$ cat src/hw/rtl/bounded_queue_batcher_with_drop_defines.svh
// assertion macros for the bounded queue batcher
// used by the modules that carry concurrent checks; expects clk and rst in scope
`ifndef BOUNDED_QUEUE_BATCHER_WITH_DROP_DEFINES_SVH
`define BOUNDED_QUEUE_BATCHER_WITH_DROP_DEFINES_SVH

// same-cycle implication check
`define BQB_CHK(lbl, ante, cons, msg) \
  lbl: assert property (@(posedge clk) disable iff (rst) (ante) |-> (cons)) else $error(msg);

// next-cycle implication check
`define BQB_CHK_NEXT(lbl, ante, cons, msg) \
  lbl: assert property (@(posedge clk) disable iff (rst) (ante) |=> (cons)) else $error(msg);

`endif

$ cat src/hw/rtl/bqb_pkg.sv
// shared types and constants of the bounded queue batcher
// no dependencies
package bqb_pkg;

  localparam int DEPTH_DEF = 1024;

  // result status codes
  localparam logic [2:0] ST_QUEUED  = 3'd0;
  localparam logic [2:0] ST_REJECT  = 3'd1;
  localparam logic [2:0] ST_EMPTY   = 3'd2;
  localparam logic [2:0] ST_HEADDROP = 3'd3;
  localparam logic [2:0] ST_SENT    = 3'd4;
  localparam logic [2:0] ST_FAIL    = 3'd5;

  // action codes
  localparam logic ACT_ENQ   = 1'b0;
  localparam logic ACT_FLUSH = 1'b1;

  // register indexes
  localparam logic [2:0] REG_BATCH_LIMIT = 3'd0;
  localparam logic [2:0] REG_QUEUE_BYTES = 3'd1;
  localparam logic [2:0] REG_QUEUE_ENTRIES = 3'd2;
  localparam logic [2:0] REG_DROP_NEWEST = 3'd3;

  // register reset values
  localparam logic [23:0] BATCH_LIMIT_RST = 24'd262144;
  localparam logic [31:0] QUEUE_BYTES_RST = 32'd5242880;
  localparam logic [10:0] QUEUE_ENTRIES_RST = 11'd1024;

  localparam logic [31:0] MAX32 = 32'hFFFF_FFFF;
  localparam logic [47:0] MAX48 = 48'hFFFF_FFFF_FFFF;

  // one queued command word
  typedef struct packed {
    logic        act;
    logic [24:0] rec;
    logic        ok;
  } cmd_t;

  // configuration registers
  typedef struct packed {
    logic [23:0] batch_limit;
    logic [31:0] queue_bytes;
    logic [10:0] queue_entries;
    logic        drop_newest;
  } cfg_t;

endpackage

$ cat src/hw/rtl/bqb_front.sv
// front end: takes command words and holds them in a two-entry queue
// depends on bqb_pkg
module bqb_front (
  input  logic             clk,
  input  logic             rst,
  input  logic             start,
  input  logic             action,
  input  logic [23:0]      line_len,
  input  logic             post_ok,
  output logic             busy,
  output logic             cmd_valid,
  output bqb_pkg::cmd_t    cmd,
  input  logic             cmd_pop
);

  bqb_pkg::cmd_t q [2];
  logic          wp;
  logic          rp;
  logic [1:0]    n;
  logic          push;
  bqb_pkg::cmd_t word;

  assign busy      = (n == 2'd2);
  assign push      = start && !busy;
  assign cmd_valid = (n != 2'd0);
  assign cmd       = q[rp];

  // classify: the record length carries the terminator byte
  always_comb begin
    word.act = action;
    word.rec = {1'b0, line_len} + 25'd1;
    word.ok  = post_ok;
  end

  // storage
  always_ff @(posedge clk) begin
    if (push) begin
      q[wp] <= word;
    end
  end

  // pointers and fill
  always_ff @(posedge clk) begin
    if (rst) begin
      wp <= 1'b0;
      rp <= 1'b0;
      n  <= 2'd0;
    end else begin
      if (push) wp <= ~wp;
      if (cmd_pop) rp <= ~rp;
      n <= n + 2'(push) - 2'(cmd_pop);
    end
  end

endmodule

$ cat config.mk
export PLATFORM = sky130hd
export DESIGN_NAME = bqb_front
export DESIGN_NICKNAME = d
export VERILOG_FILES = /design/src/hw/rtl/bounded_queue_batcher_with_drop_defines.svh /design/src/hw/rtl/bqb_pkg.sv /design/src/hw/rtl/bqb_front.sv
export SDC_FILE = /design/constraint.sdc
export NUM_CORES = 1
export LEC_CHECK = 0
export ABC_AREA = 1
export BUFFER_PORTS_ARGS = -buffer_cell sky130_fd_sc_hd__buf_2
export CORE_UTILIZATION = 30
export CTS_BUF_LIST = sky130_fd_sc_hd__clkbuf_16
export CTS_CLUSTER_DIAMETER = 30
export DETAILED_ROUTE_END_ITERATION = 7
export SYNTH_ARGS = -nofsm -noshare
export SYNTH_HDL_FRONTEND = slang
export SYNTH_SLANG_ARGS = --single-unit
$ cat constraint.sdc
create_clock -name clk -period 2.4 [get_ports clk]
set_clock_uncertainty 0.1 [all_clocks]
set_input_delay 0.12 -clock clk [delete_from_list [all_inputs] [get_ports clk]]
set_output_delay 0.12 -clock clk [all_outputs]
set_load 0.05 [all_outputs]
==> flow_metrics.py, run 1 <==
metrics = {
    "drt": {
        "wl_per_cell_um": 13.1,
        "vias": 1808,
        "remaining_drc_errors": 0,
        "firstDrtPassIters": 4,
        "ant_nets": 0,
        "wl_um": 5500,
        "drt_iter0_drc": 57,
        "viasPerCell": 4.29,
    },
    "timing": {
        "period_needed_ns": 1.80,
        "finalSetupTns_ns": 0,
        "worstMarginPinSlew_ns": 0.387,
        "fin_ws_ns": 0.604,
        "slew_violations": 0,
        "whs_ns": -0.00263,
        "rsz0062_at_grt": "false",
        "fmax_ghz": 0.557,
        "relSlewSlack_pct": 74.2,
        "min_period_over_period_pct": 74.8,
        "finalHoldViolations": 2,
        "setup_viol": 0,
    },
    "global_routing": {
        "grt_pass1_vias": 1934,
        "antenna_found_initial": 0,
        "grt_max_degree": 28,
        "grt_remaining_overflow": 0,
        "grt_pass1_wl_um": 9230,
        "track_usage_pct": 12.7,
    },
    "setup_path": {
        "worstPathRequired_ns": 2.18,
        "arrival_ns": 1.58,
        "start_kind": "register",
        "criticalPathCategory": "reg2out",
        "path_cells": "buf_4 -> mux2_2 -> buf_2",
        "reg2reg_setup_slack_ns": 0.62,
        "end_kind": "output pin",
        "slowest_delay_ns": 0.39,
        "crit_path_top_delay_cell": "mux2_2",
        "r2r-start": "n[1]$_SDFF_PP0_",
        "cp_max_fo": 27,
    },
    "floorplan": {
        "core_area_um2": 8890,
        "initial_core_util_pct": 31.6,
        "die_area_um2": 9750,
        "num_rows": 34,
        "fp.dieW_um": 98.8,
        "ios": 59,
        "die_y_um": 98.8,
    },
    "min_path": {
        "hold_class": "in2reg",
        "min_from": "cmd_pop",
    },
    "layout": {
        "num_antenna_cells": 0,
        "layout_common_cells": "buf_2, nand2_1, edfxtp_1, mux2_2, inv_1",
        "syn_to_final_growth_pct": 26.4,
        "layout-drive-gt1-share_pct": 36.4,
        "final_common_cell": "buf_2",
        "nNetsFinal": 341,
        "final_util_pct": 39.9,
    },
    "flow_run": {
        "cap_violations": 0,
    },
    "clock_tree": {
        "numCtsBuffers": 9,
        "cts_tree": "done",
        "clk_latency_ns": 0.32,
        "cts_htree_levels": 3,
        "cts-resized-gates": 0,
        "clk_pin_slew_ns": 0.05,
        "clockBufferDepth": 2,
        "clkSinkCount": 59,
        "clock-root-buffer": "clkbuf_16",
    },
    "placement": {
        "gp_congestion": 0.755,
        "post-place-ws_ns": 0.644,
        "io_buffers": 58,
        "place.detailed.hpwl_um": 3910,
    },
    "logic_synthesis": {
        "netlist_instances": 236,
        "ys_seq_area_share_pct": 61.3,
        "synth_nets": 269,
        "avgSynthCellArea_um2": 11.9,
        "yosysUniqueCellTypes": 22,
        "ys_ff_latch": 59,
        "yosysWarningCount": 0,
        "synth_area_um2": 2810,
        "synth_area_leaders": "edfxtp_1, mux2_2, nand2_1, dfxtp_1, nor2_1",
        "synth_top_cell_area_share_pct": 57.7,
        "synth_largest_area_cell": "edfxtp_1",
    },
    "power": {
        "ir_worst_vdd_mv": 0.308,
        "p_per_area_nw_per_um2": 874,
        "finalPower_mw": 3.10,
        "p_leak_nw": 1.45,
    },
    "outcome": {
        "status": "finished, violations left",
        "violations": "negative hold slack",
    },
}
-- stage by stage --
| step | std cells | cell area, um^2 | hold slack (ns) |
|---|---|---|---|
| finish | 421 | 3550 | -0.00263 |
| global route | 421 | 3550 | 0.0266 |
| CTS | 421 | 3550 | 0.00229 |
| detailed placement | 402 | 3240 | 0.219 |
| global placement | 402 | 3240 | 0.211 |
| floorplan | 236 | 2810 | 0.0912 |
-- state kept, by name (all words and copies together) (netlist names), named ones only --
signal,flops
n,2
q,54
rp,1
wp,1
-- path summary, 6_finish.rpt --
path | depth (start not counted) | to
setup / recovery | 3 | cmd[12]
hold / removal | 3 | register
setup reg to reg | 8 | n[1]$_SDFF_PP0_
hold reg to reg | 2 | register
-- final cells by class --
| class | count | area [um^2] |
|---|---|---|
| Inverter | 20 | 75.1 |
| Fill cell | 868 | 5340 |
| Clock buffer | 9 | 225 |
| Clock inverter | 7 | 53.8 |
| Multi-Input combinational cell | 154 | 997 |
| Tap cell | 108 | 135 |
| Sequential cell | 59 | 1720 |
| Timing Repair Buffer | 64 | 343 |
-- power breakdown --
group	switching (mW)	internal (mW)	total, mW
Combinational	0.468	0.186	0.653
Clock	0.401	0.780	1.18
Sequential	0.0264	1.24	1.27
-- per-layer routing --
metal,wire length (um),GRT usage (%),up-vias
met5,0,0,-
met4,102,5.86,0
met3,293,4.75,9
met2,2760,21.8,35
met1,2350,14.1,826
li1,-,-,938
-- cell usage after synthesis --
cell	count
nand2_1	56
edfxtp_1	54
mux2_2	27
nor2_1	23
inv_1	20
xor2_1	8
nand3_1	7
xnor2_1	7
nor2_4	6
dfxtp_1	5
nand3b_1	5
ha_1	3
buf_4	2
nand2_2	2
nor2_2	2
nor3b_1	2
o21ai_0	2
and2_1	1
buf_2	1
nand2_4	1
o21ai_2	1
or2_2	1
-- worst max-delay path: cells and delay by family, from the launching register on --
family / cells / cell delay [ns]
muxes: 1 / 0.39
buffers and inverters: 2 / 0.55
DFF: 1 / 0.30
-- repair_timing --
action,4_1_cts,5_1_grt
buffers inserted,0,0
hold buffers,3,0
endpoints found under the hold margin,9,0
-- logic make-up after synthesis --
kind of cell	after synthesis	synth area share [%]
multiplexers	27	10.8
buffers and inverters	23	3.38
flip-flops	59	61.3
AND/OR/NAND/NOR	106	17.8
AO/OA/AOI/OAI	3	0.668
adder cells (fa/ha/maj)	3	1.34
XOR/XNOR	15	4.68
Note: power is estimated with default switching activity, not from simulation.
==> run 2: changes to the inputs <==
clock period = 1.7 ns   (was 2.4 ns; I/O delays follow)
==> run 2 against run 1 <==
- the flow now finishes without violations
- sequential cell count unchanged
- critical path depth unchanged
- register-to-register slack got worse by 0.50 ns
- die area is the same
- critical path type unchanged
- sequential power increased by 42%
- design area up 4.7%
- largest power group unchanged
- worst setup slack got worse by 0.54 ns
- power increased by 45%
==> flow_metrics.py, run 2 (same netlist as run 1, synthesis figures left out) <==
metrics = {
    "global_routing": {
        "grt_pass1_vias": 1793,
        "grt_max_degree": 28,
        "track_usage_pct": 12.1,
        "grt_remaining_overflow": 0,
        "grt_pass1_wl_um": 8630,
        "antenna_found_initial": 0,
    },
    "power": {
        "clock_power_share_pct": 37.9,
        "finalPower_mw": 4.49,
        "pwr-share-comb_pct": 22.0,
        "p_leak_nw": 1.49,
        "internal_power_mw": 3.18,
        "p_sw_mw": 1.31,
        "swShare_pct": 29.2,
        "seq_power_share_pct": 40.1,
        "p_per_area_nw_per_um2": 1210,
        "ir_worst_vdd_mv": 0.507,
    },
    "clock_tree": {
        "cts_htree_levels": 3,
        "clkSinkCount": 59,
        "clk_pin_slew_ns": 0.05,
        "numCtsBuffers": 9,
        "clockBufferDepth": 2,
        "cts_tree": "done",
        "clock-root-buffer": "clkbuf_16",
        "clk_latency_ns": 0.32,
    },
    "setup_path": {
        "start_kind": "register",
        "reg2reg_depth": 8,
        "critPathCapture": "cmd[10]",
        "slowest_delay_ns": 0.38,
        "worstPathRequired_ns": 1.51,
        "arrival_ns": 1.45,
        "crit_cells": 3,
        "end_kind": "output pin",
        "reg2reg_setup_slack_ns": 0.12,
        "reg2reg_to": "n[1]$_SDFF_PP0_",
        "cp_max_fo": 13,
        "cp_top_family": "buffers and inverters",
        "criticalPathCategory": "reg2out",
        "crit_path_top_delay_cell": "dfxtp_2",
        "path_cells": "clkbuf_16 -> mux2_2 -> buf_2",
        "r2r-start": "n[1]$_SDFF_PP0_",
        "path_buf_inv": 2,
    },
    "layout": {
        "nNetsFinal": 350,
        "layout_common_cells": "buf_2, nand2_1, edfxtp_1, mux2_2, nor2_1",
        "final_common_cell": "buf_2",
        "layout-drive-gt1-share_pct": 38.5,
        "largest_reg_flops": 54,
        "nFillCells": 837,
        "num_antenna_cells": 0,
        "biggestRegsByFlops": "q (54), n (2)",
        "top_register": "q",
        "syn_to_final_growth_pct": 32.3,
    },
    "drt": {
        "wl_um": 5660,
        "viasPerCell": 4.38,
        "vias": 1885,
        "remaining_drc_errors": 0,
        "firstDrtPassIters": 6,
        "wl_per_cell_um": 13.2,
        "drt_iter0_drc": 53,
        "ant_nets": 0,
    },
    "floorplan": {
        "fp.dieW_um": 98.8,
        "core_area_um2": 8890,
        "ios": 59,
        "num_rows": 34,
        "die_y_um": 98.8,
        "die_area_um2": 9750,
        "initial_core_util_pct": 31.6,
    },
    "timing": {
        "finalSetupTns_ns": 0,
        "whs_ns": 0.00783,
        "relSlewSlack_pct": 82.4,
        "slew_violations": 0,
        "worstMarginPinSlew_ns": 0.265,
        "setup_viol": 0,
        "min_period_over_period_pct": 96.3,
        "period_needed_ns": 1.64,
        "fmax_ghz": 0.611,
        "finalHoldViolations": 0,
        "rsz0062_at_grt": "true",
    },
    "outcome": {
        "status": "finished, final reports clean",
    },
    "min_path": {
        "hold_class": "in2reg",
    },
    "placement": {
        "gp_congestion": 0.804,
        "io_buffers": 58,
        "place.detailed.hpwl_um": 3840,
    },
    "flow_run": {
        "cap_violations": 0,
    },
}
==> run 2: worst min-delay path by stage <==
stage,from,slack [ns],cells after the start,to
after detailed placement,action,0.18,1,q[1][26]$_DFFE_PP_
after global routing,line_len[4],0.003,2,q[0][5]$_DFFE_PP_
after CTS,line_len[4],0.002,2,q[0][5]$_DFFE_PP_
after global placement,action,0.17,1,q[1][26]$_DFFE_PP_
after floorplan,rst,0.06,1,n[0]$_SDFF_PP0_
final,line_len[23],0.008,3,q[1][24]$_DFFE_PP_
==> run 2: tightest hold or removal path: stages <==
cell,delay (ns)
buf_2,0.10
nand2_1,0.05
nand2_1,0.08
==> run 2: through the flow <==
stage	setup slack, ns	cells	cell area, um^2	util [%]
after global placement	0.115	402	3280	36.9
after global routing	-0.0122	430	3720	41.8
after CTS	0.0319	426	3640	41.0
after detailed placement	0.0446	402	3280	36.9
final	0.0629	430	3720	41.8
after floorplan	-0.00297	236	2810	-
==> run 2: layer usage <==
layer	track usage [%]	routed length, um	vias up
li1	-	-	962
met1	12.9	2260	869
met2	20.5	2920	42
met3	5.53	376	12
met4	5.86	106	0
met5	0	0	-
==> run 2: layout make-up <==
class | count | area (um^2) | area share [%]
inverters | 20 | 75.1 | 2.02
clock buffers | 9 | 225 | 6.06
multi-input cells | 154 | 1020 | 27.4
flip-flops and latches | 59 | 1720 | 46.4
clock inverters | 7 | 58.8 | 1.58
repair buffers | 73 | 478 | 12.9
well taps | 108 | 135 | 3.64
==> run 2: repair_timing <==
| item | 4_1_cts | 5_1_grt |
|---|---|---|
| hold buffers | 8 | 0 |
| gates resized for setup | 0 | 7 |
| setup buffers | 0 | 3 |
| hold endpoints to repair | 13 | 0 |
| setup endpoints to repair | 0 | 29 |
==> run 2: power groups by stage <==
| stage | registers [mW] | logic [mW] | clock network, mW |
|---|---|---|---|
| finish | 1.80 | 0.990 | 1.70 |
| global route | 1.82 | 1.06 | 1.81 |
| CTS | 1.80 | 0.974 | 1.73 |
| detailed placement | 1.82 | 0.955 | 0 |
| global placement | 1.82 | 0.951 | 0 |
| floorplan | 1.81 | 0.709 | 0 |
==> run 3: changes to the inputs <==
CORE_MARGIN = 3   (was not set)
PLACE_DENSITY = 0.56   (was not set)
==> run 3 against run 2 <==
- via count is 1.8% lower
- maximum frequency is 1.2% lower
- core utilization is 0.20 points lower
- die area is 8.3% higher
- critical path type unchanged
- largest cell class unchanged
- highest routed layer is now met5
==> flow_metrics.py, run 3 (same netlist as run 1, synthesis figures left out) <==
metrics = {
    "drt": {
        "viasPerCell": 4.32,
        "ant_nets": 0,
        "drt_iter0_drc": 51,
        "remaining_drc_errors": 0,
        "wl_um": 5680,
        "vias": 1851,
        "firstDrtPassIters": 4,
        "wl_per_cell_um": 13.3,
    },
    "setup_path": {
        "slowest_delay_ns": 0.40,
        "crit_path_top_delay_cell": "dfxtp_2",
        "worstPathRequired_ns": 1.51,
        "reg2reg_setup_slack_ns": 0.10,
        "r2r-start": "n[1]$_SDFF_PP0_",
        "end_kind": "output pin",
        "start_kind": "register",
        "path_cells": "clkbuf_16 -> mux2_2 -> buf_2",
        "arrival_ns": 1.47,
        "critPathCapture": "cmd[6]",
        "path_buf_inv": 2,
        "cp_max_fo": 13,
        "crit_cells": 3,
        "cp_top_family": "buffers and inverters",
        "reg2reg_depth": 8,
        "reg2reg_to": "n[1]$_SDFF_PP0_",
        "criticalPathCategory": "reg2out",
    },
    "timing": {
        "period_needed_ns": 1.66,
        "finalHoldViolations": 0,
        "slew_violations": 0,
        "min_period_over_period_pct": 97.5,
        "relSlewSlack_pct": 82.6,
        "fmax_ghz": 0.604,
        "setup_viol": 0,
        "worstMarginPinSlew_ns": 0.262,
        "rsz0062_at_grt": "false",
    },
    "layout": {
        "layout_common_cells": "buf_2, nand2_1, edfxtp_1, mux2_2, inv_1",
        "syn_to_final_growth_pct": 31.7,
        "biggestRegsByFlops": "q (54), n (2)",
        "nNetsFinal": 349,
        "largest_reg_flops": 54,
        "stdcell_count": 428,
        "num_antenna_cells": 0,
        "layout-drive-gt1-share_pct": 38.1,
        "postLayoutCellArea_um2": 3700,
        "final_common_cell": "buf_2",
        "final_util_pct": 41.6,
        "top_register": "q",
    },
    "floorplan": {
        "ios": 59,
        "die_area_um2": 10600,
        "initial_core_util_pct": 31.6,
        "die_y_um": 103,
        "num_rows": 34,
        "core_area_um2": 8890,
        "fp.dieW_um": 103,
    },
    "clock_tree": {
        "clockBufferDepth": 2,
        "clk_pin_slew_ns": 0.05,
        "numCtsBuffers": 9,
        "cts_tree": "done",
        "clkSinkCount": 59,
        "clk_latency_ns": 0.32,
        "cts_htree_levels": 3,
        "clock-root-buffer": "clkbuf_16",
    },
    "flow_run": {
        "cap_violations": 0,
    },
    "power": {
        "finalPower_mw": 4.44,
        "p_leak_nw": 1.49,
        "ir_worst_vdd_mv": 0.442,
        "p_per_area_nw_per_um2": 1200,
    },
    "outcome": {
        "status": "finished, final reports clean",
    },
    "min_path": {
        "min_from": "line_len[23]",
        "hold_class": "in2reg",
    },
    "placement": {
        "place.detailed.hpwl_um": 3920,
        "gp_congestion": 0.817,
        "io_buffers": 58,
        "place_area_um2": 3280,
        "dpl.cell_count": 402,
    },
    "global_routing": {
        "antenna_found_initial": 1,
        "track_usage_pct": 10.7,
        "grt_pass1_wl_um": 8380,
        "grt_remaining_overflow": 0,
        "grt_max_degree": 28,
        "grt_pass1_vias": 1746,
    },
}
-- run 3: power breakdown --
part / switching [mW] / total [mW] / internal (mW)
Clock: 0.561 / 1.66 / 1.10
Sequential: 0.0423 / 1.80 / 1.76
Combinational: 0.674 / 0.984 / 0.310
-- run 3: layout make-up --
type	instances	area, um^2
Timing Repair Buffer	72	465
Fill cell	846	5190
Clock buffer	9	225
Clock inverter	6	50.0
Sequential cell	59	1720
Inverter	20	75.1
Tap cell	108	135
Multi-Input combinational cell	154	1020
-- run 3: stage by stage --
stage | TNS (ns) | setup slack, ns | hold slack, ns
6_report | 0 | 0.0432 | 0.00336
5_1_grt | 0 | 0.00153 | 0.0155
4_1_cts | 0 | 0.0155 | 0.00135
3_5_place_dp | 0 | 0.0332 | 0.177
3_3_place_gp | 0 | 0.112 | 0.174
2_1_floorplan | -0.0802 | -0.00297 | 0.0562
-- run 3: worst min-delay path by stage --
stage                                     to  cells after the start
after global routing       q[0][2]$_DFFE_PP_                      2
after global placement     q[1][0]$_DFFE_PP_                      1
after CTS                  q[0][2]$_DFFE_PP_                      2
after detailed placement   q[0][0]$_DFFE_PP_                      1
after floorplan              n[0]$_SDFF_PP0_                      1
final                     q[0][24]$_DFFE_PP_                      3
-- run 3: repair_timing --
| item | in CTS | in global routing |
|---|---|---|
| setup endpoints to repair | 0 | 18 |
| hold buffers | 6 | 0 |
| hold endpoints to repair | 13 | 0 |
| buffers inserted | 0 | 4 |
| gates resized for setup | 0 | 7 |
-- run 3: per-layer routing --
layer / track usage (%) / share of wire (%) / vias to the layer above
met1: 12.3 / 43 / 856
met4: 5.98 / 2.5 / 2
met3: 2.77 / 4.1 / 12
li1: - / - / 950
met5: 0 / 0.12 / -
met2: 18.2 / 50 / 31
-- run 3: worst min-delay path, delay by kind of cell --
kind,cells,cell delay (ns)
and+or+nand+nor,2,0.12
buffers and inverters,1,0.10
